File: src/rtl/bccf_pkg.sv
`default_nettype none

package bccf_pkg;

  // Breakpoint counts of the capacity table.
  localparam int unsigned VOLT_POINTS = 8;
  localparam int unsigned TEMP_POINTS = 8;

  // Field widths.
  localparam int unsigned V_W      = 13;
  localparam int unsigned T_W      = 8;
  localparam int unsigned CAP_W    = 14;
  localparam int unsigned Q_FRAC   = 14;
  localparam int unsigned Q_W      = Q_FRAC + 1;

  // Segment widths are bounded by the breakpoint tables below.
  localparam int unsigned DV_SPAN_W = 8;
  localparam int unsigned DT_SPAN_W = 4;
  localparam int unsigned DV_OFF_W  = V_W + 1;
  localparam int unsigned DT_OFF_W  = T_W + 1;

  localparam int unsigned VIDX_W = $clog2(VOLT_POINTS);
  localparam int unsigned TIDX_W = $clog2(TEMP_POINTS);

  localparam int unsigned FIFO_DEPTH = 4;

  // Full scale of 120 Ah in units of 0.01 Ah.
  localparam logic [CAP_W-1:0] FULL_SCALE_CAH = 14'd12000;

  localparam logic [V_W-1:0] VOLT_BP [VOLT_POINTS] = '{
    13'd3389, 13'd3399, 13'd3405, 13'd3422, 13'd3440, 13'd3475, 13'd3630, 13'd3650
  };

  localparam logic signed [T_W-1:0] TEMP_BP [TEMP_POINTS] = '{
    8'sd0, 8'sd5, 8'sd10, 8'sd15, 8'sd20, 8'sd25, 8'sd35, 8'sd45
  };

  // Rows follow the temperature breakpoints, columns the voltage breakpoints.
  localparam logic [CAP_W-1:0] CAP_TAB [TEMP_POINTS][VOLT_POINTS] = '{
    '{14'd6989,  14'd7429,  14'd7718,  14'd9350,  14'd10541, 14'd11360, 14'd11878, 14'd11900},
    '{14'd7596,  14'd8030,  14'd8692,  14'd10437, 14'd11178, 14'd11675, 14'd12000, 14'd12000},
    '{14'd8179,  14'd9878,  14'd10557, 14'd11446, 14'd11786, 14'd12000, 14'd12000, 14'd12000},
    '{14'd9932,  14'd11100, 14'd11360, 14'd11812, 14'd12000, 14'd12000, 14'd12000, 14'd12000},
    '{14'd10784, 14'd11527, 14'd11728, 14'd12000, 14'd12000, 14'd12000, 14'd12000, 14'd12000},
    '{14'd11458, 14'd11884, 14'd12000, 14'd12000, 14'd12000, 14'd12000, 14'd12000, 14'd12000},
    '{14'd11919, 14'd12000, 14'd12000, 14'd12000, 14'd12000, 14'd12000, 14'd12000, 14'd12000},
    '{14'd12000, 14'd12000, 14'd12000, 14'd12000, 14'd12000, 14'd12000, 14'd12000, 14'd12000}
  };

  // A classified sample: offsets into the chosen segments, their spans and
  // the four corner capacities.
  typedef struct packed {
    logic [DV_OFF_W-1:0]  dv_off;
    logic [DV_SPAN_W-1:0] dv_span;
    logic [DT_OFF_W-1:0]  dt_off;
    logic [DT_SPAN_W-1:0] dt_span;
    logic [CAP_W-1:0]     a11;
    logic [CAP_W-1:0]     a12;
    logic [CAP_W-1:0]     a21;
    logic [CAP_W-1:0]     a22;
  } bccf_item_t;

endpackage

`default_nettype wire

File: src/rtl/bccf_front.sv
`default_nettype none

module bccf_front (
  input  logic                   clk_i,
  input  logic                   rst_ni,
  input  logic                   in_valid_i,
  output logic                   in_ready_o,
  input  logic [12:0]            cell_voltage_mv_i,
  input  logic [7:0]             temperature_c_i,
  output logic                   push_valid_o,
  input  logic                   push_ready_i,
  output bccf_pkg::bccf_item_t   push_item_o
);
  import bccf_pkg::*;

  logic              valid_q;
  logic [V_W-1:0]    v_q;
  logic [T_W-1:0]    t_q;
  logic [VIDX_W-1:0] vi_q, vi_d;
  logic [TIDX_W-1:0] tj_q, tj_d;

  logic [VIDX_W-1:0] vlo_idx;
  logic [TIDX_W-1:0] tlo_idx;
  logic [V_W-1:0]    vlo, vhi;
  logic [T_W-1:0]    tlo, thi;
  logic [V_W-1:0]    vspan;
  logic [T_W-1:0]    tspan;

  assign in_ready_o   = !valid_q || push_ready_i;
  assign push_valid_o = valid_q;

  // The upper breakpoint of the segment is one more than the number of inner
  // breakpoints that lie strictly below the sample; this also covers both
  // extrapolating ends.
  always_comb begin
    logic [VIDX_W-1:0] vcnt;
    logic [TIDX_W-1:0] tcnt;
    vcnt = '0;
    tcnt = '0;
    for (int k = 1; k < VOLT_POINTS - 1; k++) begin
      vcnt = vcnt + VIDX_W'(cell_voltage_mv_i > VOLT_BP[k]);
    end
    for (int k = 1; k < TEMP_POINTS - 1; k++) begin
      tcnt = tcnt + TIDX_W'($signed(temperature_c_i) > TEMP_BP[k]);
    end
    vi_d = vcnt + VIDX_W'(1);
    tj_d = tcnt + TIDX_W'(1);
  end

  always_ff @(posedge clk_i or negedge rst_ni) begin
    if (!rst_ni) begin
      valid_q <= 1'b0;
    end else if (in_ready_o) begin
      valid_q <= in_valid_i;
    end
  end

  always_ff @(posedge clk_i) begin
    if (in_valid_i && in_ready_o) begin
      v_q  <= cell_voltage_mv_i;
      t_q  <= temperature_c_i;
      vi_q <= vi_d;
      tj_q <= tj_d;
    end
  end

  always_comb begin
    vlo_idx = vi_q - VIDX_W'(1);
    tlo_idx = tj_q - TIDX_W'(1);
    vlo     = VOLT_BP[vlo_idx];
    vhi     = VOLT_BP[vi_q];
    tlo     = TEMP_BP[tlo_idx];
    thi     = TEMP_BP[tj_q];
    vspan   = vhi - vlo;
    tspan   = thi - tlo;

    push_item_o.dv_off  = {1'b0, v_q} - {1'b0, vlo};
    push_item_o.dv_span = vspan[DV_SPAN_W-1:0];
    push_item_o.dt_off  = {t_q[T_W-1], t_q} - {tlo[T_W-1], tlo};
    push_item_o.dt_span = tspan[DT_SPAN_W-1:0];
    push_item_o.a11     = CAP_TAB[tlo_idx][vlo_idx];
    push_item_o.a12     = CAP_TAB[tlo_idx][vi_q];
    push_item_o.a21     = CAP_TAB[tj_q][vlo_idx];
    push_item_o.a22     = CAP_TAB[tj_q][vi_q];
  end

endmodule

`default_nettype wire

File: config.mk
export PLATFORM = sky130hd
export DESIGN_NAME = bccf_front
export DESIGN_NICKNAME = d
export VERILOG_FILES = /design/src/rtl/bccf_pkg.sv /design/src/rtl/bccf_front.sv
export SDC_FILE = /design/constraint.sdc
export NUM_CORES = 1
export LEC_CHECK = 0
export BUFFER_PORTS_ARGS = -buffer_cell sky130_fd_sc_hd__buf_4
export CAP_MARGIN = 25
export CORE_ASPECT_RATIO = 0.8
export CORE_MARGIN = 5
export CORE_UTILIZATION = 60
export CTS_CLUSTER_SIZE = 28
export DETAILED_ROUTE_END_ITERATION = 8
export PLACE_DENSITY_LB_ADDON = 0.25
export SLEW_MARGIN = 20
export SYNTH_ARGS = -nofsm -noshare
export SYNTH_HDL_FRONTEND = slang
export SYNTH_SLANG_ARGS = --single-unit
File: constraint.sdc
create_clock -name clk_i -period 11.35 [get_ports clk_i]
set_clock_uncertainty 0.2 [all_clocks]
set_input_delay 2.27 -clock clk_i [delete_from_list [all_inputs] [get_ports clk_i]]
set_output_delay 2.27 -clock clk_i [all_outputs]
set_load 0.05 [all_outputs]
# Word level (Yosys, flattened, before mapping)

Memory sizes are Yosys's and may differ from the RTL's.
Cells that the tools add are included.

Register bits: 28
Memory bits (read-only): 2128
Memories: 6
Output and inout bits: 93
Memory bits (writable): 0
Word-level logic and storage cells: 76
Latch bits: 0

Div/mod/pow operators: 0
Eq/ne operators: 0
Muxes and demuxes: 24
Shifts and indexed selects: 0
Bitwise gates (word level): 4
Add/subtract/negate cells: 18
Order comparisons: 16
Reduce and logical (&&, ||, !) cells: 3
Multiply operators: 0

Memories:

| memory          | words | bits a word | rd ports | clocked after Yosys merged registers in | write ports | RTL line         | source |
|---|---|---|---|---|---|---|---|
| (no name shown) | 8     | 112         | 1        | 0                                       | 0           | bccf_front.sv:82 | `push_item_o.a12 = CAP_TAB[tlo_idx][vi_q];` |
| (no name shown) | 8     | 112         | 1        | 0                                       | 0           | bccf_front.sv:84 | `push_item_o.a22 = CAP_TAB[tj_q][vi_q];` |
| (no name shown) | 8     | 13          | 1        | 0                                       | 0           | bccf_front.sv:71 | `vhi = VOLT_BP[vi_q];` |
| (no name shown) | 8     | 13          | 1        | 0                                       | 0           | bccf_front.sv:70 | `vlo = VOLT_BP[vlo_idx];` |
| (no name shown) | 8     | 8           | 1        | 0                                       | 0           | bccf_front.sv:73 | `thi = TEMP_BP[tj_q];` |
| (no name shown) | 8     | 8           | 1        | 0                                       | 0           | bccf_front.sv:72 | `tlo = TEMP_BP[tlo_idx];` |

Operators with widths:

| cell                                                                              | number |
|---|---|
| 112-bit two-way mux                                                               | 4 |
| 14-bit binary-select mux with 3-bit select                                        | 4 |
| 14-bit two-way mux                                                                | 8 |
| 13-bit by 12-bit greater-than comparator with 1-bit output, second input constant | 6 |
| 8-bit two-way mux                                                                 | 4 |
| 13-bit two-way mux                                                                | 2 |
| 3-bit by 1-bit adder with 3-bit output                                            | 6 |
| 4-bit >= comparator, second input constant                                        | 4 |
| 8-bit by 5-bit greater-than comparator with 1-bit output, second input constant   | 2 |
| 8-bit by 6-bit greater-than comparator with 1-bit output, second input constant   | 2 |
| 3-bit NOT with 4-bit output                                                       | 4 |
| 13-bit by 13-bit subtractor with 14-bit output                                    | 1 |
| 8-bit by 8-bit subtractor with 9-bit output                                       | 1 |
| 8-bit by 4-bit greater-than comparator with 1-bit output, second input constant   | 1 |
| 8-bit by 7-bit greater-than comparator with 1-bit output, second input constant   | 1 |
| 4-bit two-way mux                                                                 | 2 |
| 8-bit subtractor                                                                  | 1 |
| 2-bit by 1-bit adder with 3-bit output                                            | 2 |
| 3-bit by 1-bit adder with 3-bit output, second input constant                     | 2 |
| 3-bit by 1-bit subtractor with 3-bit output, second input constant                | 2 |
| 1-bit by 1-bit adder with 2-bit output                                            | 2 |
| 4-bit subtractor                                                                  | 1 |
| 1-bit logical AND                                                                 | 1 |
| 1-bit zero test                                                                   | 1 |
| 1-bit logical OR                                                                  | 1 |

# Longest topological paths before layout

Word-level depth: 8
Depth in mapped cells: 18
Mapped depth without buffers: 14

# Worst setup path before layout

OpenSTA, ideal clock, no wires.

Kind: register -> output
From: register vi_q[1]
To: output port push_item_o[87] (netlist bit)
Data required time: 8.880 ns
Data arrival time: 4.824 ns
Slack: 4.056 ns
Buffers on the path: 5
Cell stages (with the launch flop): 15
Cells stage by stage: edfxtp_1 > buf_2 > inv_1 > clkbuf_1 > ha_1 > buf_4 > xnor2_2 > buf_2 > buf_2 > a21boi_0 > ha_1 > o211ai_1 > a21oi_1 > o211ai_1 > o311ai_0

RTL lines:

| element                | RTL line         | source |
|---|---|---|
| start, declared        | bccf_front.sv:19 | `logic [VIDX_W-1:0] vi_q, vi_d;` |
| start signal, assigned | bccf_front.sv:62 | `vi_q <= vi_d;` |
| end, declared          | bccf_front.sv:12 | `output bccf_pkg::bccf_item_t push_item_o` |

==> impl_metrics.env <==
export IMPL_status="finished clean"
export IMPL_drv_cap=0
export IMPL_slew_viol_final=0
export IMPL_synth_top_area_cell="edfxtp_1"
export IMPL_initial_core_util=0.6226
export IMPL_p_total_mw=1.672
export IMPL_regArea_um2=835.8
export IMPL_dieWidth_um=119.2
export IMPL_numPortBuffers=117
export IMPL_synth_avg_cell_area_um2=6.929
export IMPL_setup_viol=0
export IMPL_hpwl_mm=15.92
export IMPL_syn_cell_area_um2=5723
export IMPL_antennaDiodeCount=0
export IMPL_grt_pass1_vias=6327
export IMPL_overflow=0
export IMPL_setup_slack_ns=3.507
export IMPL_max_slew_margin=0.4341
export IMPL_chipHeight_um=97.36
export IMPL_worstReg2RegEnd="v_q[6]"
export IMPL_grt_pass1_wl_mm=34.65
export IMPL_finalCritPeriodShare=0.6910
export IMPL_dr_total_vias=7065
export IMPL_ios=118
export IMPL_die_area_um2=11600
export IMPL_crit_required_ns=8.88
export IMPL_min_path_cells=2
export IMPL_cts_resized=0
export IMPL_core_um2=9193
export IMPL_hold_end="push_valid_o"
export IMPL_critical_path_class="reg -> out"
export IMPL_grt_total_usage=0.3632
export IMPL_r2r_cells=3
export IMPL_clkSinkCount=28
export IMPL_cts_tree="done"
export IMPL_ys_flop_type="edfxtp_1"
export IMPL_firstDrtPassIters=8
export IMPL_drtAntennaViolNets=0
export IMPL_irDropWorstVdd_mv=0.3358
export IMPL_crit_path_start_kind="flip-flop"
export IMPL_fin_util=0.7191
export IMPL_path_delay_family="buffers and inverters"
export IMPL_leakage_nw=2.763
export IMPL_wl_per_cell_um=21.93
export IMPL_clockBufferDepth=2
export IMPL_cp_common_cell="inv_1"
export IMPL_synth_top_area_frac=0.1417
export IMPL_drt_iter0_drc=1396
export IMPL_crit_buf_inv=6
export IMPL_post_cts_buffers=0
export IMPL_ys_warn_count=0
export IMPL_wl_mm=22.04
export IMPL_drive_gt1_frac=0.1629
export IMPL_antenna_found_initial=0
export IMPL_syn_to_final_growth_pct=15.50
export IMPL_rows=31
export IMPL_cts_hold_buf=0
export IMPL_yosysSeqAreaShare=0.1460
export IMPL_finalWeightedCongestion=1.034
export IMPL_hp_start="push_valid_o"
export IMPL_clk_latency_ns=0.27
export IMPL_cp_slowest_stage_delay_ns=0.74
export IMPL_critPathCaptureType="output pin"
export IMPL_period_minus_slack_ns=7.843
export IMPL_path_clk_slew_ns=0.07
export IMPL_pre_cts_slack_ns=3.979
export IMPL_cp_slowest_cell="edfxtp_1"
export IMPL_synth_seq_cells=28
export IMPL_drcViolationCount=0
export IMPL_yosys_top_cells_area="edfxtp_1, ha_1, a21oi_1, o21ai_0, nand2_1"
export IMPL_cts_made_buffers=3
export IMPL_synth_edf_count=27
export IMPL_crit_chain="inv_1 > ha_1 > inv_1 > ha_1 > buf_4 > inv_1 > a21boi_0 > ha_1 > inv_1 > fa_1 > a21o_1 > a21oi_1 > o21ai_0 > nor2_1 > xor2_1 > buf_4"
export IMPL_critPathMaxFanout=44
export IMPL_fmax_ghz=0.1275
export IMPL_h_tree_depth=1
export IMPL_cts_root_buffer_cell="clkbuf_16"
export IMPL_n_fill_cell=761
export IMPL_hold_violations=0
export IMPL_via_per_inst=7.030
export IMPL_r2r_start="push_valid_o"
export IMPL_multiInputGateArea_um2=4422
export IMPL_grt_max_degree=61
export IMPL_worstMarginPinSlew_ns=0.8488
export IMPL_layout_nets=972
export IMPL_min_path_type="reg -> reg"
export IMPL_reg2reg_slack_ns=9.59
export IMPL_synth_async_reset_ratio=0.03571
export IMPL_synth_cell_types=69
export IMPL_powerDensity_nw_per_um2=252.9
export IMPL_synthCells=826
export IMPL_synth_fp_nets=907
export IMPL_crit_arrival_ns=5.37
export IMPL_rsz0062_at_grt="false"
export IMPL_fin_tns_setup_ns=0
==> worst max path at each step <==
stage	from	end	slack [ns]	depth (start not counted)
2_1_floorplan	vi_q[1]	push_item_o[87]	4.06	14
3_3_place_gp	tj_q[0]	push_item_o[66]	4.17	16
3_5_place_dp	tj_q[0]	push_item_o[66]	3.98	16
4_1_cts	tj_q[0]	push_item_o[66]	3.69	16
5_1_grt	tj_q[0]	push_item_o[66]	3.19	16
6_report	tj_q[0]	push_item_o[66]	3.51	16
==> Yosys cell counts, types with 9 or more instances <==
cell      instances
clkbuf_1         32
nand3_1          15
a21oi_1          98
nand2_1         100
o22ai_1           9
a211oi_1         11
nor2_1           71
nor2b_1          19
o21a_1           11
nor3_1           15
edfxtp_1         27
a31oi_1          14
mux2i_1           9
a21o_1           14
xnor2_1          18
nand2b_1         19
ha_1             48
buf_2            33
inv_1            37
o21ai_0          77
o211ai_1         11
==> cells in the final DEF, fill, tap and decap left out, types with 6 or more instances in the layout <==
cell type	instances
buf_4	129
nand2_1	100
a21oi_1	98
o21ai_0	77
nor2_1	71
ha_1	48
inv_1	37
edfxtp_1	27
nand2b_1	19
nor2b_1	19
xnor2_1	18
nand3_1	15
nor3_1	15
a21o_1	14
a31oi_1	14
o21a_1	11
a211oi_1	11
o211ai_1	11
mux2i_1	9
o22ai_1	9
and2_1	8
fa_1	8
xor2_1	7
o21ai_1	7
a21boi_0	6
a22oi_1	6
o311ai_0	6
==> routing by layer <==
layer / up-vias / GRT usage / wire length, µm
met1: 3237 / 0.5213 / 8839
met5: - / 0 / 0
li1: 3122 / - / -
met4: 0 / 0.07213 / 504
met3: 66 / 0.1135 / 3332
met2: 640 / 0.5354 / 9361
==> worst register-to-register path: stages, from the launching register on <==
cell      delay [ns]
dfrtp_1         0.38
nand2b_1        0.12
and2_1          0.51
buf_8           0.26
==> report_power, final <==
part / internal (mW) / switching, mW
registers: 0.124 / 0.0117
logic: 0.428 / 1.02
clock network: 0.0483 / 0.0367
==> through the flow <==
step	hold WS [ns]	instances	instance area (µm²)
after floorplan	0.9751	826	5723
after global placement	0.3065	1000	6516
after detailed placement	0.3558	1001	6531
after CTS	0.3710	1005	6610
after global routing	0.4113	1005	6610
final	0.3768	1005	6610
==> sequential cells by signal, summed over array words and instances (netlist names) <==
register      flops
t_q               8
v_q              13
push_valid_o      1
vi_q              3
tj_q              3
==> area by class of cell <==
type	count	area share
Multi-Input combinational cell	689	0.6689
Timing Repair Buffer	130	0.1488
Sequential cell	28	0.1264
Inverter	39	0.02215
Tap cell	115	0.02177
Clock buffer	4	0.01193
==> cell families after synthesis <==
logic type	after synthesis	synth area share
buffers and inverters	109	0.08133
xor gates and xnor gates	27	0.04395
and+or+nand+nor	273	0.2202
DFF	28	0.1460
adders and majority gates	56	0.1329
AOI/OAI and AO/OA	320	0.3481
muxes	13	0.02755
Note: power is estimated with default switching activity, not from simulation.
