`src/rtl/bccf_pkg.sv`:
```
`default_nettype none

package bccf_pkg;

  // Breakpoint counts of the capacity table.
  localparam int unsigned VOLT_POINTS = 8;
  localparam int unsigned TEMP_POINTS = 8;

  // Field widths.
  localparam int unsigned V_W      = 13;
  localparam int unsigned T_W      = 8;
  localparam int unsigned CAP_W    = 14;
  localparam int unsigned Q_FRAC   = 14;
  localparam int unsigned Q_W      = Q_FRAC + 1;

  // Segment widths are bounded by the breakpoint tables below.
  localparam int unsigned DV_SPAN_W = 8;
  localparam int unsigned DT_SPAN_W = 4;
  localparam int unsigned DV_OFF_W  = V_W + 1;
  localparam int unsigned DT_OFF_W  = T_W + 1;

  localparam int unsigned VIDX_W = $clog2(VOLT_POINTS);
  localparam int unsigned TIDX_W = $clog2(TEMP_POINTS);

  localparam int unsigned FIFO_DEPTH = 4;

  // Full scale of 120 Ah in units of 0.01 Ah.
  localparam logic [CAP_W-1:0] FULL_SCALE_CAH = 14'd12000;

  localparam logic [V_W-1:0] VOLT_BP [VOLT_POINTS] = '{
    13'd3389, 13'd3399, 13'd3405, 13'd3422, 13'd3440, 13'd3475, 13'd3630, 13'd3650
  };

  localparam logic signed [T_W-1:0] TEMP_BP [TEMP_POINTS] = '{
    8'sd0, 8'sd5, 8'sd10, 8'sd15, 8'sd20, 8'sd25, 8'sd35, 8'sd45
  };

  // Rows follow the temperature breakpoints, columns the voltage breakpoints.
  localparam logic [CAP_W-1:0] CAP_TAB [TEMP_POINTS][VOLT_POINTS] = '{
    '{14'd6989,  14'd7429,  14'd7718,  14'd9350,  14'd10541, 14'd11360, 14'd11878, 14'd11900},
    '{14'd7596,  14'd8030,  14'd8692,  14'd10437, 14'd11178, 14'd11675, 14'd12000, 14'd12000},
    '{14'd8179,  14'd9878,  14'd10557, 14'd11446, 14'd11786, 14'd12000, 14'd12000, 14'd12000},
    '{14'd9932,  14'd11100, 14'd11360, 14'd11812, 14'd12000, 14'd12000, 14'd12000, 14'd12000},
    '{14'd10784, 14'd11527, 14'd11728, 14'd12000, 14'd12000, 14'd12000, 14'd12000, 14'd12000},
    '{14'd11458, 14'd11884, 14'd12000, 14'd12000, 14'd12000, 14'd12000, 14'd12000, 14'd12000},
    '{14'd11919, 14'd12000, 14'd12000, 14'd12000, 14'd12000, 14'd12000, 14'd12000, 14'd12000},
    '{14'd12000, 14'd12000, 14'd12000, 14'd12000, 14'd12000, 14'd12000, 14'd12000, 14'd12000}
  };

  // A classified sample: offsets into the chosen segments, their spans and
  // the four corner capacities.
  typedef struct packed {
    logic [DV_OFF_W-1:0]  dv_off;
    logic [DV_SPAN_W-1:0] dv_span;
    logic [DT_OFF_W-1:0]  dt_off;
    logic [DT_SPAN_W-1:0] dt_span;
    logic [CAP_W-1:0]     a11;
    logic [CAP_W-1:0]     a12;
    logic [CAP_W-1:0]     a21;
    logic [CAP_W-1:0]     a22;
  } bccf_item_t;

endpackage

`default_nettype wire

```
`src/rtl/bccf_back.sv`:
```
`default_nettype none

module bccf_back (
  input  logic                 clk_i,
  input  logic                 rst_ni,
  input  logic                 pop_valid_i,
  output logic                 pop_ready_o,
  input  bccf_pkg::bccf_item_t pop_item_i,
  output logic                 out_valid_o,
  input  logic                 out_ready_i,
  output logic [14:0]          capacity_factor_q14_o,
  output logic                 saturated_o
);
  import bccf_pkg::*;

  localparam int unsigned DIFF_W = CAP_W + 1;
  localparam int unsigned P1_W   = CAP_W + DV_SPAN_W;
  localparam int unsigned P2_W   = DV_OFF_W + DIFF_W;
  localparam int unsigned X_W    = P2_W + 1;
  localparam int unsigned XD_W   = X_W + 1;
  localparam int unsigned M1_W   = X_W + DT_SPAN_W + 1;
  localparam int unsigned M2_W   = DT_OFF_W + XD_W;
  localparam int unsigned NUM_W  = M2_W + 1;
  localparam int unsigned DD_W   = DV_SPAN_W + DT_SPAN_W;
  localparam int unsigned DEN_W  = DD_W + CAP_W;
  // Six arithmetic stages, the divide stages and the output register.
  localparam int unsigned NSTAGE = Q_FRAC + 8;

  typedef struct packed {
    logic [DEN_W-1:0] rem;
    logic [DEN_W-1:0] den;
    logic [Q_W-1:0]   quo;
    logic             big;
    logic             neg;
  } div_t;

  logic              en;
  logic [NSTAGE-1:0] vld_q;

  // Stage 1: corner products.
  logic        [P1_W-1:0]      p1_q, p1_d, p3_q, p3_d;
  logic signed [P2_W-1:0]      p2_q, p2_d, p4_q, p4_d;
  logic        [DD_W-1:0]      dd_q, dd_d;
  logic signed [DT_OFF_W-1:0]  dt1_q;
  logic        [DT_SPAN_W-1:0] dts1_q;
  // Stage 2: interpolation along voltage.
  logic signed [X_W-1:0]       x1_q, x1_d, x2_q, x2_d;
  logic        [DEN_W-1:0]     den2_q, den2_d;
  logic signed [DT_OFF_W-1:0]  dt2_q;
  logic        [DT_SPAN_W-1:0] dts2_q;
  // Stages 3 to 5: interpolation along temperature.
  logic signed [XD_W-1:0]      xd_q, xd_d;
  logic signed [M1_W-1:0]      m1_3_q, m1_3_d, m1_4_q;
  logic signed [DT_OFF_W-1:0]  dt3_q;
  logic signed [M2_W-1:0]      m2_q, m2_d;
  logic signed [NUM_W-1:0]     num_q, num_d;
  logic        [DEN_W-1:0]     den3_q, den4_q, den5_q, den6_q;
  // Stage 6: magnitude and sign.
  logic        [NUM_W-1:0]     mag_q, mag_d;
  logic                        neg6_q;

  div_t div_q [Q_FRAC+1];
  div_t div_d [Q_FRAC+1];

  logic [Q_W-1:0] factor_q, factor_d;
  logic           sat_q, sat_d;

  assign out_valid_o           = vld_q[NSTAGE-1];
  assign en                    = !out_valid_o || out_ready_i;
  assign pop_ready_o           = en;
  assign capacity_factor_q14_o = factor_q;
  assign saturated_o           = sat_q;

  always_comb begin
    logic signed [DIFF_W-1:0] d12, d34;
    logic signed [DV_OFF_W-1:0] dvo;
    d12  = $signed({1'b0, pop_item_i.a12}) - $signed({1'b0, pop_item_i.a11});
    d34  = $signed({1'b0, pop_item_i.a22}) - $signed({1'b0, pop_item_i.a21});
    dvo  = $signed(pop_item_i.dv_off);
    p1_d = pop_item_i.a11 * pop_item_i.dv_span;
    p3_d = pop_item_i.a21 * pop_item_i.dv_span;
    p2_d = dvo * d12;
    p4_d = dvo * d34;
    dd_d = pop_item_i.dv_span * pop_item_i.dt_span;
  end

  always_comb begin
    x1_d   = $signed({1'b0, p1_q}) + p2_q;
    x2_d   = $signed({1'b0, p3_q}) + p4_q;
    den2_d = dd_q * FULL_SCALE_CAH;
  end

  always_comb begin
    xd_d   = x2_q - x1_q;
    m1_3_d = x1_q * $signed({1'b0, dts2_q});
    m2_d   = dt3_q * xd_q;
    num_d  = m1_4_q + m2_q;
    mag_d  = num_q[NUM_W-1] ? $unsigned(-num_q) : $unsigned(num_q);
  end

  // First quotient bit, plus the check that the quotient cannot fit, then one
  // restoring step per stage; the remainder stays below den unless it cannot fit.
  always_comb begin
    logic [NUM_W-1:0] sub0;
    logic             ge0;
    ge0            = mag_q >= NUM_W'(den6_q);
    sub0           = mag_q - NUM_W'(den6_q);
    div_d[0].big   = mag_q >= NUM_W'({den6_q, 1'b0});
    div_d[0].neg   = neg6_q;
    div_d[0].den   = den6_q;
    div_d[0].quo   = Q_W'(ge0);
    div_d[0].rem   = ge0 ? sub0[DEN_W-1:0] : mag_q[DEN_W-1:0];
    for (int s = 1; s <= Q_FRAC; s++) begin
      logic [DEN_W:0] rem2;
      logic [DEN_W:0] diff;
      logic           b;
      rem2         = {div_q[s-1].rem, 1'b0};
      diff         = rem2 - {1'b0, div_q[s-1].den};
      b            = rem2 >= {1'b0, div_q[s-1].den};
      div_d[s].rem = b ? diff[DEN_W-1:0] : rem2[DEN_W-1:0];
      div_d[s].den = div_q[s-1].den;
      div_d[s].quo = {div_q[s-1].quo[Q_W-2:0], b};
      div_d[s].big = div_q[s-1].big;
      div_d[s].neg = div_q[s-1].neg;
    end
  end

  always_comb begin
    if (div_q[Q_FRAC].neg) begin
      factor_d = '0;
      sat_d    = div_q[Q_FRAC].big || (div_q[Q_FRAC].quo != '0);
    end else if (div_q[Q_FRAC].big) begin
      factor_d = '1;
      sat_d    = 1'b1;
    end else begin
      factor_d = div_q[Q_FRAC].quo;
      sat_d    = 1'b0;
    end
  end

  always_ff @(posedge clk_i or negedge rst_ni) begin
    if (!rst_ni) begin
      vld_q <= '0;
    end else if (en) begin
      vld_q <= {vld_q[NSTAGE-2:0], pop_valid_i};
    end
  end

  always_ff @(posedge clk_i) begin
    if (en) begin
      p1_q     <= p1_d;
      p2_q     <= p2_d;
      p3_q     <= p3_d;
      p4_q     <= p4_d;
      dd_q     <= dd_d;
      dt1_q    <= $signed(pop_item_i.dt_off);
      dts1_q   <= pop_item_i.dt_span;

      x1_q     <= x1_d;
      x2_q     <= x2_d;
      den2_q   <= den2_d;
      dt2_q    <= dt1_q;
      dts2_q   <= dts1_q;

      xd_q     <= xd_d;
      m1_3_q   <= m1_3_d;
      dt3_q    <= dt2_q;
      den3_q   <= den2_q;

      m2_q     <= m2_d;
      m1_4_q   <= m1_3_q;
      den4_q   <= den3_q;

      num_q    <= num_d;
      den5_q   <= den4_q;

      mag_q    <= mag_d;
      neg6_q   <= num_q[NUM_W-1];
      den6_q   <= den5_q;

      for (int s = 0; s <= Q_FRAC; s++) begin
        div_q[s] <= div_d[s];
      end

      factor_q <= factor_d;
      sat_q    <= sat_d;
    end
  end

endmodule

`default_nettype wire

```
`config.mk`:
```
export PLATFORM = sky130hd
export DESIGN_NAME = bccf_back
export DESIGN_NICKNAME = d
export VERILOG_FILES = /design/src/rtl/bccf_pkg.sv /design/src/rtl/bccf_back.sv
export SDC_FILE = /design/constraint.sdc
export NUM_CORES = 2
export LEC_CHECK = 0
export BUFFER_PORTS_ARGS = -buffer_cell sky130_fd_sc_hd__buf_4
export CORE_AREA = 2 2 406 408
export CTS_CLUSTER_DIAMETER = 100
export DETAILED_ROUTE_END_ITERATION = 7
export DIE_AREA = 0 0 408 410
export PLACE_DENSITY = 0.81
export SETUP_SLACK_MARGIN = 0.02
export SLEW_MARGIN = 20
export SYNTH_ARGS = -nofsm -noshare
export SYNTH_HDL_FRONTEND = slang
export SYNTH_SLANG_ARGS = --single-unit
```
`constraint.sdc`:
```
create_clock -name clk_i -period 73.4 [get_ports clk_i]
set_input_delay 14.68 -clock clk_i [delete_from_list [all_inputs] [get_ports clk_i]]
set_output_delay 14.68 -clock clk_i [all_outputs]
set_load 0.005 [all_outputs]
```
-- Word level (Yosys, flattened, before mapping)
Memories as Yosys holds them, arrays and structs flattened.
Index checks and enable logic that the tools add are counted.
W data, S select, Z words.
- add/subtract/negate cells: 22
- $mul: 8
- $lt $le $gt $ge: 16
- muxes and demuxes: 21
- reduce and logical (&&, ||, !) cells: 4
- operators with widths (operator ; number):
    $mux W26 ; 15
    $sub A26 B26 Y26 ; 15
    $ge A27 B26 Y1 ; 14
    $add A23 B29 Y30 ; 2
    $mul A14 B15 Y29 ; 2
    $mul A14 B8 Y22 ; 2
    $add A35 B40 Y41 ; 1
    $ge A41 B26 Y1 ; 1
    $ge A41 B27 Y1 ; 1
    $neg A41 Y41 ; 1
    $mul A9 B31 Y40 ; 1
    $mux W40 ; 1
    $mul A30 B5 Y35 ; 1
    $sub A30 B30 Y31 ; 1
    $sub A14 B14 Y15 ; 2
    $mul A12 B9 Y21 const B ; 1
    $mux W15 ; 1
    $reduce_bool A15 Y1 ; 1
    $mul A8 B4 Y12 ; 1
    $mux W1 ; 4
    $logic_or A1 B1 Y1 ; 2
    $logic_not A1 Y1 ; 1
- register bits: 576
- RAM bits: 1035
- input bits: 95
- output and inout port bits: 18
- word-level logic and storage cells: 100
- memories: 1
- memory list (memory ; words ; bits a word ; read ports ; clocked after Yosys merged registers in ; wr ports ; line ; text):
    div_q ; 15 ; 69 ; 15 ; 0 ; 15 ; bccf_back.sv:62 ; div_t div_q [Q_FRAC+1];

-- Longest topological paths before layout
- depth after elaboration: 4
- mapped depth: 36
- gate-level depth less buffers: 35

-- Worst setup path after synthesis
Ideal clock, no wire load.
- kind: input -> output
- from: in out_ready_i
- to: out pop_ready_o
- arrival: 50.245 ns
- slack: 8.475 ns
- stages: 3
- cells stage by stage: nand2b_1 > clkbuf_1 > buf_1
- word-level cells in the longest chain between the ends: 1
- RTL lines (element ; line ; text):
    start, declared ; bccf_back.sv:10 ; input logic out_ready_i,
    $logic_or A1 B1 Y1 ; bccf_back.sv:69 ; assign en = !out_valid_o || out_ready_i;
    end, declared ; bccf_back.sv:7 ; output logic pop_ready_o,
Every way passes these cells.

-- Worst setup path after layout
Same ends and word-level chain as after synthesis.

==> metrics.log <==
[metrics] outcome: complete, no violations
[metrics] peak fanout along the critical path: 65
[metrics] Num Clock Sinks: ~1.3k
[metrics] accumulated negative setup slack: 0 ns
[metrics] netlist area before placement: between 100000 and 150000 sq um
[metrics] worst-skew pair later-pin latency: roughly 0.78 ns
[metrics] Crit. Startpoint: out_ready_i
[metrics] fraction of layout cells with a size suffix above 1: under 10%
[metrics] transition time at the pin with the least slew margin: approximately 1.1 ns
[metrics] Tcrit/Tclk final: 41.52%
[metrics] Crit Path Class: in2out
[metrics] area delta synth->final: 7.201%
[metrics] height of the die: just over 400 um
[metrics] number of buffers created by CTS: ~140
[metrics] CP arrival: roughly 16 ns
[metrics] Max Clk Rate: 32.82 MHz
[metrics] floorplan row count: ~150
[metrics] count of distinct cell types in the synthesized netlist: 78
[metrics] Synth Area per Inst: ~11 sq um
[metrics] Chip Width: 408 um
[metrics] CP Data Required Time: 58.72 ns
[metrics] final std cells w/o fill: between 10k and 15k
[metrics] worst reg2reg setup slack: about 66 ns
[metrics] Detail Placement HPWL: roughly 170 mm
[metrics] async set or reset register ratio after synthesis: under 10%
[metrics] clock skew: about 0.031 ns
[metrics] count of flip-flops with a built-in enable after synthesis: 1307
[metrics] number of warning messages in the yosys log: 0
[metrics] remaining number of nets flagged by the antenna check after routing: 0
[metrics] total overflow reported by the global router: 0
[metrics] vias post-DR: between 60k and 70k
[metrics] TritonCTS clock tree: yes
[metrics] cell chosen for the clock root: clkbuf_16
[metrics] number of top-level pins: around 110
[metrics] starting density of the core: roughly 64%
[metrics] global router's overall resource usage: roughly a quarter
[metrics] reported max-cap violation count: 0
[metrics] commonest non-fill, non-tap cells in the layout: 1588 x inv_1, 1307 x edfxtp_1, 923 x fa_1, 923 x ha_1, 757 x nand2_1
[metrics] CTS resizes: 0
[metrics] port buffer count: between 100 and 150
[metrics] maximum number of pins on one net before global-route repair: between 80 and 90
[metrics] endpoints failing hold: 0
[metrics] final period demand of the worst path: about 30 ns
[metrics] end point of the critical path: pop_ready_o
[metrics] Max H-tree Level: 4
[metrics] most common cell after layout, fill and taps aside: inv_1
[metrics] Detailed Route WL: approximately 220 mm
[metrics] NumNets Final: 11.62k
[metrics] Post-Synthesis Cells: about 9.6k
[metrics] Final GP Congestion: 0.9611
[metrics] number of violations reported at the end of detailed-routing iteration 0: around 4.8k
[metrics] Setup crit start kind: input port
[metrics] number of register bits inferred by synthesis: around 1.3k
[metrics] worst-case reg-to-reg path depth: 20
[metrics] placed instance count: about 12k
[metrics] via-per-instance ratio: approximately 5.7
[metrics] # hold bufs at CTS: 0
[metrics] kind of path behind the tightest hold check: reg2reg
[metrics] antenna violations before repair: 4
[metrics] number of nets in the synthesized netlist: around 12k
[metrics] endpoint of the worst-slack reg-to-reg timing path: m2_q[38]$_DFFE_PP_
[metrics] detailed-routing iteration count for the pre-antenna-repair pass: 6
[metrics] global-route wire length before repair: 359.3 mm
[metrics] setup repair after global routing missed its margin: false
[metrics] Clk pin slew, worst setup/hold paths: 0.06 ns
[metrics] kind of capture point of the worst setup path: output pin
[metrics] Final Max Tran Viols: 0
[metrics] area enclosed by the die boundary: 167300 sq um
[metrics] clock buffer depth: 3
[metrics] average wire length per cell after detail routing: 18.26 um
[metrics] final count of negative-setup-slack endpoints: 0
[metrics] vias in the first global route: a little over 70k
[metrics] buffer count from post-CTS setup fixing: 0
[metrics] R2R Path Start: dt3_q[0]$_DFFE_PP_
[metrics] main flop type after synthesis: edfxtp_1
[metrics] DRC violation count after routing: 0
[metrics] sequential area share after synthesis: between 30% and 40%
[metrics] Relative slew margins: approximately a quarter
[metrics] Core Box Area: approximately 160000 sq um
how the worst min path moves through the flow:
stage	start	endpoint	slack [ns]	cells after the start
6_report	m1_3_q[34]$_DFFE_PP_	m1_4_q[34]$_DFFE_PP_	0.39	0
3_5_place_dp	den2_q[22]$_DFFE_PP_	den3_q[22]$_DFFE_PP_	0.40	0
3_3_place_gp	m1_3_q[23]$_DFFE_PP_	m1_4_q[23]$_DFFE_PP_	0.40	0
4_1_cts	m1_3_q[34]$_DFFE_PP_	m1_4_q[34]$_DFFE_PP_	0.39	0
5_1_grt	m1_3_q[33]$_DFFE_PP_	m1_4_q[33]$_DFFE_PP_	0.40	0
2_1_floorplan	den2_q[10]$_DFFE_PP_	den3_q[10]$_DFFE_PP_	0.40	0
layout make-up:
cell class / count / area, sq um
fillers: 11660 / 50820
diodes: 2 / 5.005
well taps: 2189 / 2739
clock buffers: 166 / 3537
repair buffers: 168 / 1269
clock inverters: 74 / 850.8
multi-input cells: 6459 / 58520
inverters: 1588 / 5961
flip-flops and latches: 1329 / 39800
critical path: stages:
cell,delay (ns)
buf_4,0.08
nand2b_4,0.69
buf_4,0.24
kinds of logic after synthesis:
kind of cell               count (synthesis)  share of synthesized area (%)
AOI/OAI and AO/OA                       1472                          8.894
xor gates and xnor gates                 572                          4.766
adders and majority gates               1846                          28.57
buffers and inverters                   1830                          6.537
DFF                                     1329                          37.86
muxes                                    204                          2.167
and+or+nand+nor                         2365                          11.21
Yosys cell counts (137+ instances only):
library cell / number / area share [%]
nand2_1: 758 / 2.7
mux2_2: 188 / 2.0
inv_1: 1588 / 5.7
xnor2_1: 435 / 3.6
fa_1: 923 / 18
a21o_1: 181 / 1.3
nor2_1: 399 / 1.4
edfxtp_1: 1307 / 37
xor2_1: 137 / 1.1
ha_1: 923 / 11
clkbuf_1: 236 / 0.84
o21ai_0: 313 / 1.5
a21oi_1: 465 / 2.2
nor2b_1: 145 / 0.86
and2_1: 500 / 3.0
flip-flops by register name (all words and copies together) (netlist names), 29 cells and up:
| register | cells |
|---|---|
| div_q | 753 |
| m1_3_q | 35 |
| m1_4_q | 35 |
| m2_q | 40 |
| mag_q | 41 |
| num_q | 41 |
| p2_q | 29 |
| p4_q | 29 |
| x1_q | 30 |
| x2_q | 30 |
| xd_q | 31 |
layer usage:
layer  wire length [um]  track usage (%)
met4               8910            11.26
met5                 23                0
met2             111600            47.70
met3              11070            3.425
met1              87080            32.12
metrics by stage:
stage	setup slack, ns	utilization, %	cell area (sq um)	hold WS, ns
2_1_floorplan	8.475	-	105100	0.4003
3_3_place_gp	42.96	66.19	108200	0.4004
3_5_place_dp	42.91	66.20	108200	0.4045
4_1_cts	42.91	68.88	112600	0.3904
5_1_grt	42.83	68.91	112700	0.4029
6_report	42.93	68.92	112700	0.3901
Power is left out: the tool's default activity adds up to more than one toggle a clock period on the data nets, which glitch-free logic cannot reach.
