**config.mk**
```make
export PLATFORM = sky130hd
export DESIGN_NAME = bccf_fifo
export DESIGN_NICKNAME = d
export VERILOG_FILES = /design/src/rtl/bccf_pkg.sv /design/src/rtl/bccf_fifo.sv
export SDC_FILE = /design/constraint.sdc
export NUM_CORES = 1
export LEC_CHECK = 0
export ABC_AREA = 1
export BUFFER_PORTS_ARGS = -buffer_cell sky130_fd_sc_hd__buf_2
export CAP_MARGIN = 20
export CORE_MARGIN = 5
export CORE_UTILIZATION = 45
export DETAILED_ROUTE_END_ITERATION = 8
export PLACE_DENSITY_LB_ADDON = 0.1
export SYNTH_ARGS = -nofsm -noshare
export SYNTH_HDL_FRONTEND = slang
export SYNTH_SLANG_ARGS = --single-unit
export TNS_END_PERCENT = 1
```
**constraint.sdc**
```tcl
create_clock -name clk_i -period 5.82 [get_ports clk_i]
set_clock_uncertainty 0.1 [all_clocks]
set_input_delay 0.873 -clock clk_i [delete_from_list [all_inputs] [get_ports clk_i]]
set_output_delay 0.873 -clock clk_i [all_outputs]
set_load 0.005 [all_outputs]
```
**src/rtl/bccf_pkg.sv**
```systemverilog
`default_nettype none

package bccf_pkg;

  // Breakpoint counts of the capacity table.
  localparam int unsigned VOLT_POINTS = 8;
  localparam int unsigned TEMP_POINTS = 8;

  // Field widths.
  localparam int unsigned V_W      = 13;
  localparam int unsigned T_W      = 8;
  localparam int unsigned CAP_W    = 14;
  localparam int unsigned Q_FRAC   = 14;
  localparam int unsigned Q_W      = Q_FRAC + 1;

  // Segment widths are bounded by the breakpoint tables below.
  localparam int unsigned DV_SPAN_W = 8;
  localparam int unsigned DT_SPAN_W = 4;
  localparam int unsigned DV_OFF_W  = V_W + 1;
  localparam int unsigned DT_OFF_W  = T_W + 1;

  localparam int unsigned VIDX_W = $clog2(VOLT_POINTS);
  localparam int unsigned TIDX_W = $clog2(TEMP_POINTS);

  localparam int unsigned FIFO_DEPTH = 4;

  // Full scale of 120 Ah in units of 0.01 Ah.
  localparam logic [CAP_W-1:0] FULL_SCALE_CAH = 14'd12000;

  localparam logic [V_W-1:0] VOLT_BP [VOLT_POINTS] = '{
    13'd3389, 13'd3399, 13'd3405, 13'd3422, 13'd3440, 13'd3475, 13'd3630, 13'd3650
  };

  localparam logic signed [T_W-1:0] TEMP_BP [TEMP_POINTS] = '{
    8'sd0, 8'sd5, 8'sd10, 8'sd15, 8'sd20, 8'sd25, 8'sd35, 8'sd45
  };

  // Rows follow the temperature breakpoints, columns the voltage breakpoints.
  localparam logic [CAP_W-1:0] CAP_TAB [TEMP_POINTS][VOLT_POINTS] = '{
    '{14'd6989,  14'd7429,  14'd7718,  14'd9350,  14'd10541, 14'd11360, 14'd11878, 14'd11900},
    '{14'd7596,  14'd8030,  14'd8692,  14'd10437, 14'd11178, 14'd11675, 14'd12000, 14'd12000},
    '{14'd8179,  14'd9878,  14'd10557, 14'd11446, 14'd11786, 14'd12000, 14'd12000, 14'd12000},
    '{14'd9932,  14'd11100, 14'd11360, 14'd11812, 14'd12000, 14'd12000, 14'd12000, 14'd12000},
    '{14'd10784, 14'd11527, 14'd11728, 14'd12000, 14'd12000, 14'd12000, 14'd12000, 14'd12000},
    '{14'd11458, 14'd11884, 14'd12000, 14'd12000, 14'd12000, 14'd12000, 14'd12000, 14'd12000},
    '{14'd11919, 14'd12000, 14'd12000, 14'd12000, 14'd12000, 14'd12000, 14'd12000, 14'd12000},
    '{14'd12000, 14'd12000, 14'd12000, 14'd12000, 14'd12000, 14'd12000, 14'd12000, 14'd12000}
  };

  // A classified sample: offsets into the chosen segments, their spans and
  // the four corner capacities.
  typedef struct packed {
    logic [DV_OFF_W-1:0]  dv_off;
    logic [DV_SPAN_W-1:0] dv_span;
    logic [DT_OFF_W-1:0]  dt_off;
    logic [DT_SPAN_W-1:0] dt_span;
    logic [CAP_W-1:0]     a11;
    logic [CAP_W-1:0]     a12;
    logic [CAP_W-1:0]     a21;
    logic [CAP_W-1:0]     a22;
  } bccf_item_t;

endpackage

`default_nettype wire

```
**src/rtl/bccf_fifo.sv**
```systemverilog
`default_nettype none

module bccf_fifo (
  input  logic                 clk_i,
  input  logic                 rst_ni,
  input  logic                 push_valid_i,
  output logic                 push_ready_o,
  input  bccf_pkg::bccf_item_t push_item_i,
  output logic                 pop_valid_o,
  input  logic                 pop_ready_i,
  output bccf_pkg::bccf_item_t pop_item_o
);
  import bccf_pkg::*;

  localparam int unsigned PTR_W = (FIFO_DEPTH > 1) ? $clog2(FIFO_DEPTH) : 1;
  localparam int unsigned CNT_W = $clog2(FIFO_DEPTH + 1);

  bccf_item_t       entry_q [FIFO_DEPTH];
  logic [PTR_W-1:0] wr_ptr_q, rd_ptr_q;
  logic [CNT_W-1:0] cnt_q;
  logic             do_push, do_pop;

  assign push_ready_o = (cnt_q != CNT_W'(FIFO_DEPTH));
  assign pop_valid_o  = (cnt_q != '0);
  assign pop_item_o   = entry_q[rd_ptr_q];
  assign do_push      = push_valid_i && push_ready_o;
  assign do_pop       = pop_valid_o && pop_ready_i;

  function automatic logic [PTR_W-1:0] ptr_inc(input logic [PTR_W-1:0] p);
    ptr_inc = (p == PTR_W'(FIFO_DEPTH - 1)) ? '0 : p + PTR_W'(1);
  endfunction

  always_ff @(posedge clk_i or negedge rst_ni) begin
    if (!rst_ni) begin
      wr_ptr_q <= '0;
      rd_ptr_q <= '0;
      cnt_q    <= '0;
    end else begin
      if (do_push) begin
        wr_ptr_q <= ptr_inc(wr_ptr_q);
      end
      if (do_pop) begin
        rd_ptr_q <= ptr_inc(rd_ptr_q);
      end
      if (do_push && !do_pop) begin
        cnt_q <= cnt_q + CNT_W'(1);
      end else if (do_pop && !do_push) begin
        cnt_q <= cnt_q - CNT_W'(1);
      end
    end
  end

  always_ff @(posedge clk_i) begin
    if (do_push) begin
      entry_q[wr_ptr_q] <= push_item_i;
    end
  end

endmodule

`default_nettype wire

```
# After elaboration in Yosys (flattened, before gate mapping)
# Memory sizes are Yosys's and may differ from the RTL's.
# Index checks and enable logic that the tools add are counted.
dict set report word_totals {
  reg_bits 7
  ram_bits 364
  input_bits 95
  output_inout_bits 93
  word_cells 25
  mem_count 1
}
dict set report op_classes {
  addsub 4
  n_eq_ne 3
  muxes 6
  reduce_logical 8
}
# name depth word_bits rd rd_ports_with_merged_regs write_ports line
set mem_list {}
lappend mem_list {entry_q 4 91 1 0 1 bccf_fifo.sv:18} ;# bccf_item_t entry_q [FIFO_DEPTH];
# operator count
set ops {}
lappend ops {{$mux W3} 2}
lappend ops {{$add A2 B1 Y2 const B} 2}
lappend ops {{$eq A2 B2 Y1 const B} 2}
lappend ops {{$logic_and A1 B1 Y1} 4}
lappend ops {{$mux W2} 2}
lappend ops {{$add A3 B1 Y3 const B} 1}
lappend ops {{$ne A3 B3 Y1 const B} 1}
lappend ops {{$reduce_bool A3 Y1} 1}
lappend ops {{$sub A3 B1 Y3 const B} 1}
lappend ops {{$logic_not A1 Y1} 2}
lappend ops {{$mux W1} 2}
lappend ops {{$reduce_bool A2 Y1} 1}

# Longest topological paths before layout
# Gate-level depths: netlist (run 1).
dict set report depth {
  depth_word 6
  mapped_depth 12
  depth_no_buf 12
}

# Least setup slack after synthesis (run 1)
# Ideal clock, no wire load.
dict set report synth_path {
  path_kind {input -> register}
  startpoint {in push_valid_i}
  endpoint {mem entry_q[0][0] (netlist name), enable pin}
  setup_ns 0.542
  arrival_ns 4.810
  t_required_ns 5.178
  slack_ns 0.368
  cell_stages 2
  n_path_buf 0
  path_cell_list {nand2_1 nor2_1}
}
dict set report synth_between {
  elab_chain_len 3
}
# item line
set synth_lines {}
lappend synth_lines {{start: declaration} bccf_fifo.sv:6} ;# input logic push_valid_i,
lappend synth_lines {{$logic_and A1 B1 Y1} bccf_fifo.sv:26} ;# assign do_push = push_valid_i && push_ready_o;
lappend synth_lines {{$mux W1} bccf_fifo.sv:54} ;# if (do_push) begin
lappend synth_lines {{$mux W1 (implied by the code)} bccf_fifo.sv:55} ;# entry_q[wr_ptr_q] <= push_item_i;
lappend synth_lines {{end: declaration} bccf_fifo.sv:18}
# No other way between the ends.

==> summary.txt, run 1 <==
Post-CTS setup repair buffer count -> 0
Clock-pin transition on the worst setup and hold timing paths -> 60 ps
Antenna-violating nets left -> 0
Setup_tns -> 0 ps
Complex-gate fraction of the synthesized area -> 9.859%
Post-synthesis mux area share -> 0%
Fin area -> 17460 µm²
Top post-synthesis cells by area -> edfxtp_1 72%, o211ai_1 7.8%, nand2_1 7.1%, inv_1 4.8%, buf_6 2.8%
Critical path class -> reg -> out
Worst Hold Class -> in -> async
Mapped Area -> 15130 µm²
Vias -> 8636
FMAX -> 250.7 MHz
Die height -> 193.3 µm
Arr. time, crit path -> 3020 ps
Most common cell in the netlist -> edfxtp_1
Die area -> 37380 µm²
Leading area contributor after synthesis -> edfxtp_1
CP max stage delay -> 860 ps
Clock share of power -> 26.8%
Slowest-stage cell, CP -> buf_4
WL/cell -> 17.10 µm
Int Pwr -> 5.827 mW
Initial Utilization -> 45.34%
Final WL -> 30.39 mm
Worst EP required -> 4850 ps
Syn Inst Count -> 1120
Setup WS pre-CTS -> 2289 ps
CP cell instances -> clkinv_2, buf_4, o211ai_1, nand2_1, buf_2
TritonCTS clock tree -> yes
Number of synthesized register bits -> 371
Synth Net Count -> 1222
Post-synthesis xor/xnor area fraction -> 0.05790%
Placed cell areas -> 16240 µm²
Maximum clock insertion buffer count -> 3
Headroom to the max-slew limit -> 29.29%
Psw -> 2.845 mW
Period utilization -> 68.54%
Initial antenna violation count -> 6
EDFF count, synth -> 364
Cell variety after synth -> 18
Worst-Skew Late Latency -> 510 ps
Tmin final -> 3989 ps
I/O pin count -> 188
Synthesis Warnings -> 0
Final setup viols -> 0
Worst path depth -> 5
Comb power frac -> 29.8%
CTS resizes -> 0
Seq/Total Area, Yosys -> 73.42%
Worst slew pin tran -> 1061 ps
Buffers & Inverters on Critical Path -> 3
GRT Total Usage -> 16.21%
Vias in the first global route -> 8799
Largest delay contributor family on the critical path -> buffers and inverters
Crit start category -> flip-flop
Synth Flop Type -> edfxtp_1
Nets@finish -> 1402
DRC -> 0
Most frequent cells after synthesis -> 364 x edfxtp_1, 288 x nand2_1, 195 x inv_1, 158 x o211ai_1, 38 x buf_6
Top-area cell type share of the netlist area -> 72.26%
Fin cells -> 1777
P_leak -> 6.889 nW
Number of CTS-inserted buffers -> 39
Die W -> 193.3 µm
Final setup margin -> 1831 ps
Adder-Cell Fraction of Synth Area -> 0.6286%
I/O Buffers -> 187
Synth Area in Simple Gates -> 7.568%
Max-cap viol count -> 0
Part of the power in registers -> 43.3%
Largest family of logic cells by synthesized area -> compound AO/OA/AOI/OAI gates
Hold_buf cts -> 0
Placed insts -> 1706
Net Sw Frac -> 32.80%
Power density cells -> 496.6 nW/µm²
R2R cell count -> 5
Area Overhead vs Synth -> 15.43%
Drt pass-1 iters -> 4
First-pass GRT wire length -> 48.73 mm
Largest net degree at the start of global routing -> 200
GR Overflow Total -> 0
Maximum VDD drop -> 0.3059 mV
Status -> completed
Fraction of layout cells with a size suffix above 1 -> 20.80%
Final max-slew violation count -> 0
RePlAce Congestion -> 0.6874
Clock root cell -> clkbuf_16
Final hold vios -> 0
Overall power -> 8.671 mW
Row count -> 67
Avg Inst Size Synth -> 13.51 µm²
RSZ-0062 raised after global routing -> false
H-tree depth -> 2
CP endpoint kind -> output port
Critical path peak fanout -> 75
Vias/cell -> 4.860
Placeable core region -> 33360 µm²
Starting DRT DRC Count -> 462
DP HPWL -> 17.44 mm
Async SR Flop Fraction -> 1.887%
Clock sink count -> 371
## registers in the layout, summed over array words and instances (netlist names)
register and cells:
entry_q 364, cnt_q 3, rd_ptr_q 2, wr_ptr_q 2
## logic make-up after synthesis
group,Yosys count
AO/OA/AOI/OAI,183
XOR/XNOR,1
adder cells (fa/ha/maj),7
buffers and inverters,256
flip-flops,371
AND/OR/NAND/NOR,302
## cells in the final DEF (no fill, tap or decap), drive strengths merged
master	instances
o211ai	182
diode	2
buf	199
xnor2	1
ha	6
clkbuf	59
fa	1
nor2	6
nand4	1
bufinv	2
dfrtp	7
o21ai	1
inv	195
nand2	288
clkinv	8
edfxtp	364
nand3	7
## through the flow
stage          hold slack [ps]  utilization [%]
2_1_floorplan            362.8                -
3_3_place_gp             389.2            48.67
3_5_place_dp             387.6            48.67
4_1_cts                  76.37            52.24
5_1_grt                  79.68            52.33
6_report                 100.1            52.34
## final timing paths
kind | from | to | slack, ps
max | rd_ptr_q[1] | pop_item_o[90] | 1830
min | rst_ni | cnt_q[2] | 100
max reg2reg | cnt_q[0] | entry_q[3][3] | 3080
min reg2reg | cnt_q[2] | cnt_q[2] | 400
max in group asynchronous | rst_ni | rd_ptr_q[1] | 5320
min in group clk_i | cnt_q[2] | cnt_q[2] | 400
## power by group through the flow
stage	logic (mW)	registers [mW]	clock network, mW
2_1_floorplan	1.91	3.73	0
3_3_place_gp	2.64	3.81	0
3_5_place_dp	2.65	3.82	0
4_1_cts	2.66	3.77	2.40
5_1_grt	2.95	3.82	2.51
6_report	2.59	3.76	2.33
## per-layer routing
layer  wire length [µm]  GRT usage [%]  vias up
li1                   -              -     4256
met1              13710          21.66     4132
met2              14220          26.78      186
met3               1868          4.488       52
met4                524          3.645       10
met5                 68              0        -
## final cells by class
class	instances	area (µm²)
Multi-Input combinational cell	493	2770
Fill cell	2857	15900
Clock buffer	59	1104
Inverter	196	737.0
Antenna cell	2	5.005
Clock inverter	9	88.84
Timing Repair Buffer	199	1084
Tap cell	448	560.5
Sequential cell	371	11110
(Power assumes the default switching activity.)
==> inputs of run 2 (changes only) <==
Clock period 5.82 ns to 3.45 ns, I/O delays scaled along.
==> run 2 against run 1 <==
Via count up 0.56%. Final cell count up 0.34%. Design area up 0.75%. Highest routed layer unchanged. Wire length down 0.17%. Global-route usage down 0.13 points. Sequential power up 65%. Worst hold slack better by 21 ps. Worst setup slack worse by 1300 ps. Clock power up 72%. Largest cell class unchanged. Die area unchanged. Sequential cell count unchanged. Power up 71%.
==> summary.txt, run 2 (synthesis results as in run 1) <==
Status -> completed
Worst EP required -> 2830 ps (-2020 ps)
Critical path class -> reg -> out
Starting DRT DRC Count -> 516 (+12%)
GR Overflow Total -> 0 (unchanged)
Top flop regs -> entry_q x364, cnt_q x3
Placeable core region -> 33360 µm² (unchanged)
Worst-Skew Late Latency -> 510 ps (about the same)
Final max-slew violation count -> 0 (unchanged)
Fin area -> 17590 µm² (+0.75%)
Vias/cell -> 4.870 (+0.22%)
Vias -> 8684 (+0.56%)
Clock root cell -> clkbuf_16
FMAX -> 347.1 MHz
WL/cell -> 17.02 µm (-0.50%)
Die height -> 193.3 µm (unchanged)
H-tree depth -> 2 (unchanged)
Clock share of power -> 27.1% (+0.3 points)
I/O pin count -> 188 (unchanged)
Worst slew pin tran -> 809.0 ps (-251.7 ps)
Worst Hold Class -> in -> reg
Setup_tns -> 0 ps (unchanged)
TritonCTS clock tree -> yes
Final setup viols -> 0 (unchanged)
Reg with most FFs -> entry_q
First-pass GRT wire length -> 48.64 mm (-0.18%)
Net Sw Frac -> 32.65% (-0.15 points)
Arr. time, crit path -> 2260 ps (-760 ps)
Worst R2R Setup Slack -> 1180 ps (-1900 ps)
Tmin final -> 2881 ps
CP endpoint kind -> output port
Die W -> 193.3 µm (unchanged)
Int Pwr -> 9.980 mW (+71%)
Reg-to-reg critical path startpoint -> cnt_q[0]
Clock-pin transition on the worst setup and hold timing paths -> 60 ps (about the same)
Power density cells -> 842.4 nW/µm² (+70%)
Max-cap viol count -> 0 (unchanged)
Most frequent cells in the layout -> 364 x edfxtp_1, 288 x nand2_1, 195 x inv_1, 187 x buf_2, 158 x o211ai_1
I/O Buffers -> 187 (unchanged)
Period utilization -> 83.52%
Crit start category -> flip-flop
Min-Delay Endpoint -> entry_q[3][70]
Area Overhead vs Synth -> 16.29%
RePlAce Congestion -> 0.7031 (+2.3%)
Maximum VDD drop -> 0.5599 mV (+83%)
Psw -> 4.839 mW (+70%)
Clock sink count -> 371 (unchanged)
P_leak -> 6.952 nW (+0.91%)
Vias in the first global route -> 8820 (+0.24%)
Hold Slack -> 120.7 ps (+20.62 ps)
Hold depth -> 1
RSZ-0062 raised after global routing -> false
Post-CTS setup repair buffer count -> 0 (unchanged)
Largest net degree at the start of global routing -> 98 (-51%)
Number of CTS-inserted buffers -> 40 (+2.6%)
Most common cell after layout, fill and taps aside -> edfxtp_1
Final WL -> 30.34 mm (-0.17%)
Die area -> 37380 µm² (unchanged)
DRC -> 0 (unchanged)
DP HPWL -> 17.39 mm (-0.29%)
Drt pass-1 iters -> 5 (+1)
R2r endpoint -> entry_q[2][10]
Row count -> 67 (unchanged)
Nets@finish -> 1408 (+0.43%)
Maximum clock insertion buffer count -> 3 (unchanged)
Placed cell areas -> 16350 µm² (+0.69%)
R2R cell count -> 5 (unchanged)
Ant. Diodes -> 0 (-2)
Critical path peak fanout -> 50 (-33%)
Comb power frac -> 31.0% (+1.2 points)
GRT Total Usage -> 16.08% (-0.13 points)
Antenna-violating nets left -> 0 (unchanged)
Headroom to the max-slew limit -> 46.07% (+17 points)
Initial Utilization -> 45.34% (unchanged)
Part of the power in registers -> 41.9% (-1.4 points)
Fraction of layout cells with a size suffix above 1 -> 21.42% (+0.62 points)
Hold_sp -> push_item_i[70]
Final hold vios -> 0 (unchanged)
Max FFs per register -> 364 (unchanged)
Initial antenna violation count -> 3 (-3)
## run 2: power by group through the flow
stage | clock network (mW) | logic [mW] | registers [mW]
after floorplan | 0 | 3.24 | 6.23
after global placement | 0 | 4.71 | 6.30
after detailed placement | 0 | 4.75 | 6.31
after CTS | 4.13 | 4.76 | 6.22
after global routing | 4.34 | 5.20 | 6.29
final | 4.01 | 4.60 | 6.21
## run 2: through the flow
step | utilization [%] | setup slack (ps) | instances | power, mW
6_report | 52.73 | 568.7 | 1783 | 14.82
5_1_grt | 52.73 | 388.9 | 1783 | 15.84
4_1_cts | 52.73 | 545.2 | 1783 | 15.12
3_5_place_dp | 49.00 | 1098 | 1711 | 11.06
3_3_place_gp | 49.00 | 1125 | 1711 | 11.00
2_1_floorplan | - | -266.1 | 1120 | 9.466
## run 2: worst max-delay path: stages (launching register included)
cell      delay, ps
dfrtp_4         800
buf_4           490
nand2_1         130
o211ai_2         80
nand2_1          90
buf_2           130
## run 2: per-layer routing
layer,wire [µm],share of wire (%),global-route usage [%]
met1,13270,44,21.31
met2,14690,48,27.07
met3,1797,5.9,4.070
met4,541,1.8,3.567
met5,46,0.15,0
## run 2: area by class of cell
cell class | count | area (µm²)
Clock buffer | 52 | 1067
Clock inverter | 19 | 165.2
Fill cell | 2857 | 15770
Inverter | 196 | 737.0
Multi-Input combinational cell | 493 | 2770
Sequential cell | 371 | 11110
Tap cell | 448 | 560.5
Timing Repair Buffer | 204 | 1179
## run 2: what timing repair did
item	CTS	global route
gates resized for setup	0	0
hold buffers	1	0
endpoints found under the hold margin	7	0
## run 2: worst max-delay path by stage
| stage | start | to | slack [ps] |
|---|---|---|---|
| 5_1_grt | rd_ptr_q[0] | pop_item_o[7] | 390 |
| 3_3_place_gp | rd_ptr_q[1] | pop_item_o[57] | 1120 |
| 4_1_cts | rd_ptr_q[0] | pop_item_o[25] | 550 |
| 2_1_floorplan | cnt_q[0] | entry_q[0][0] | -270 |
| 6_report | rd_ptr_q[0] | pop_item_o[25] | 570 |
| 3_5_place_dp | rd_ptr_q[0] | pop_item_o[25] | 1100 |
==> inputs of run 3 (changes only) <==
Settings changed: ABC_AREA 1 to 0.
Clock period 3.45 ns to 2.4 ns, I/O delays scaled along.
==> run 3 against run 2 <==
The run now ends with negative setup slack left. Global-route usage increased by 0.30 points. Clock power increased by 35%. First-iteration DRC count decreased by 43%. Wire length decreased by 8.1%. Critical path type unchanged. Count of clock-buffer cells in the layout decreased by 4. Synthesized cell count decreased by 54%. Utilization increased by 7.0 points. Synthesized area decreased by 11%. Sequential cell count unchanged.
==> summary.txt, run 3 <==
Status -> finished, violations left
Failing checks -> negative setup slack
Power density cells -> 1198 nW/µm² (+42%)
Period utilization -> 102.1%
Hold depth -> 3 (+2)
I/O pin count -> 188 (unchanged)
Worst Hold Class -> in -> reg
I/O Buffers -> 187 (unchanged)
Most frequent cells after synthesis -> 364 x edfxtp_1, 91 x mux4_2, 7 x buf_4, 7 x dfrtp_1
H-tree depth -> 2 (unchanged)
Most common cell in the netlist -> edfxtp_1
TritonCTS clock tree -> yes
CP endpoint kind -> output port
Final WL -> 27.89 mm (-8.1%)
Top flop regs -> entry_q x364, cnt_q x3
Clock sink count -> 371 (unchanged)
Vias in the first global route -> 7192 (-18%)
Area Overhead vs Synth -> 30.87%
Nets@finish -> 946 (-33%)
Seq/Total Area, Yosys -> 82.06% (+8.6 points)
Number of CTS-inserted buffers -> 38 (-5.0%)
Starting DRT DRC Count -> 292 (-43%)
Cell variety after synth -> 20 (+2)
Drt pass-1 iters -> 5 (unchanged)
Initial antenna violation count -> 1 (-2)
GRT Total Usage -> 16.37% (+0.30 points)
Avg Inst Size Synth -> 26.48 µm² (+96%)
GR Overflow Total -> 0 (unchanged)
Fin cells -> 1259 (-29%)
Synthesis Warnings -> 0 (unchanged)
Largest net degree at the start of global routing -> 60 (-39%)
Maximum VDD drop -> 0.7757 mV (+39%)
Top post-synthesis cells by area -> edfxtp_1 81%, mux4_2 15%, dfrtp_1 1.3%, ha_1 0.55%, buf_4 0.39%
DP HPWL -> 16.10 mm (-7.4%)
Headroom to the max-slew limit -> 60.93% (+15 points)
Met2 wire len -> 14.30 mm (-2.7%)
FF/Latch Area -> 11110 µm² (unchanged)
Final setup viols -> 82 (+82)
EDFF count, synth -> 364 (unchanged)
R2r endpoint -> cnt_q[2]
P_leak -> 6.160 nW (-11%)
Worst slew pin tran -> 586.1 ps (-222.9 ps)
Synth Flop Type -> edfxtp_1
Critical path class -> reg -> out
Row count -> 63 (-6.0%)
Number of synthesized register bits -> 371 (unchanged)
Core Util, Final -> 59.76% (+7.0 points)
Final max-slew violation count -> 0 (unchanged)
Antenna-violating nets left -> 0 (unchanged)
R2R cell count -> 8 (+3)
RSZ-0062 raised after global routing -> true
Worst-Skew Late Latency -> 500 ps (about the same)
Synth Net Count -> 613 (-50%)
Worst EP required -> 1940 ps (-890 ps)
Vias/cell -> 5.147 (+5.7%)
Critical path peak fanout -> 7 (-86%)
Max-cap viol count -> 0 (unchanged)
Tmin final -> 2450 ps
Placed insts -> 1088 (-36%)
FMAX -> 408.2 MHz
Top Layer Used -> met4
Routed met1 length -> 11.51 mm (-13%)
WL met3 -> 1.658 mm (-7.7%)
Maximum clock insertion buffer count -> 3 (unchanged)
Final hold vios -> 0 (unchanged)
Worst R2R Setup Slack -> 130 ps (-1050 ps)
Reg with most FFs -> entry_q
Async SR Flop Fraction -> 1.887% (unchanged)
Arr. time, crit path -> 1990 ps (-270 ps)
Die W -> 183.4 µm (-5.1%)
Clock root cell -> clkbuf_16
Placeable core region -> 29640 µm² (-11%)
Hold_sp -> pop_ready_i
Final setup margin -> -50.00 ps (-618.7 ps)
Top-area cell type share of the netlist area -> 80.77% (+8.5 points)
Leading area contributor after synthesis -> edfxtp_1
WL/cell -> 22.15 µm (+30%)
Die height -> 183.4 µm (-5.1%)
Area taken by multi-input logic gates -> 2325 µm² (-16%)
Reg-to-reg critical path startpoint -> cnt_q[1]
Most common cell after layout, fill and taps aside -> edfxtp_1
Most frequent cells in the layout -> 364 x edfxtp_1, 167 x buf_2, 92 x dlygate4sd3_1, 91 x mux4_2, 46 x clkbuf_16
# fillers -> 2198 (-23%)
Syn Inst Count -> 511 (-54%)
RePlAce Congestion -> 0.6938 (-1.3%)
Fraction of layout cells with a size suffix above 1 -> 43.43% (+22 points)
Vias -> 6480 (-25%)
Clock-pin transition on the worst setup and hold timing paths -> 60 ps (about the same)
Initial Utilization -> 45.66% (+0.32 points)
Crit start category -> flip-flop
Mapped Area -> 13530 µm² (-11%)
Min-Delay Endpoint -> rd_ptr_q[1]
First-pass GRT wire length -> 42.12 mm (-13%)
DRC -> 0 (unchanged)
Die area -> 33640 µm² (-10%)
Max FFs per register -> 364 (unchanged)
[run 3: cell families after synthesis]
| group | synth area share, % |
|---|---|
| flip-flops | 82.06 |
| multiplexers | 15.62 |
| buffers and inverters | 0.8875 |
| AND/OR/NAND/NOR | 0.5362 |
| adder cells (fa/ha/maj) | 0.7027 |
| XOR/XNOR | 0.1942 |
[run 3: worst max-delay path by stage]
stage / end / slack, ps / start / cells after the start
floorplan: entry_q[0][0] / 60 / cnt_q[2] / 2
global placement: cnt_q[2] / 170 / cnt_q[1] / 8
detailed placement: cnt_q[2] / 110 / cnt_q[1] / 8
CTS: pop_item_o[1] / -90 / rd_ptr_q[0] / 4
global route: pop_item_o[79] / -120 / rd_ptr_q[0] / 4
finish: pop_item_o[58] / -50 / rd_ptr_q[0] / 4
[run 3: metal layers]
| layer | up-vias | global-route usage (%) |
|---|---|---|
| met5 | - | 0 |
| li1 | 2894 | - |
| met3 | 31 | 3.799 |
| met4 | 0 | 3.844 |
| met2 | 170 | 28.06 |
| met1 | 3385 | 21.58 |
[run 3: worst max-delay path, cell delays in order, from the launching register on]
cell and delay [ps]:
dfrtp_4 460, clkbuf_16 200, clkbuf_16 180, mux4_2 480, buf_2 150
[run 3: through the flow]
stage	worst slack (ps)	hold slack (ps)	total power [mW]	area (µm²)	TNS, ps
global route	-119.4	118.9	22.35	17710	-8488
global placement	172.2	99.25	14.72	15150	0
CTS	-85.98	109.6	21.11	17460	-4756
floorplan	63.01	-35.59	12.31	13530	0
finish	-50.00	123.3	21.22	17710	-2276
detailed placement	110.1	106.3	14.86	15150	0
[run 3: final cells by class]
cell class,count,share of cell area (%)
Clock inverter,16,0.7771
Timing Repair Buffer,313,14.81
Inverter,3,0.06358
Antenna cell,1,0.01413
Clock buffer,48,5.701
Multi-Input combinational cell,117,13.13
Sequential cell,371,62.75
Tap cell,390,2.755
[run 3: power breakdown]
group / switching, mW / internal [mW] / total (mW) / leakage, nW
clock: 2.24 / 3.19 / 5.43 / 0.560
combinational: 3.13 / 3.74 / 6.87 / 2.19
sequential: 0.367 / 8.56 / 8.92 / 3.41
[run 3: timing repair]
action | 4_1_cts | 5_1_grt
setup endpoints to repair | 91 | 92
cloned | 4 | 7
buffers inserted | 3 | 0
resized for setup | 20 | 12
hold buffers | 92 | 0
hold endpoints to repair | 371 | 0
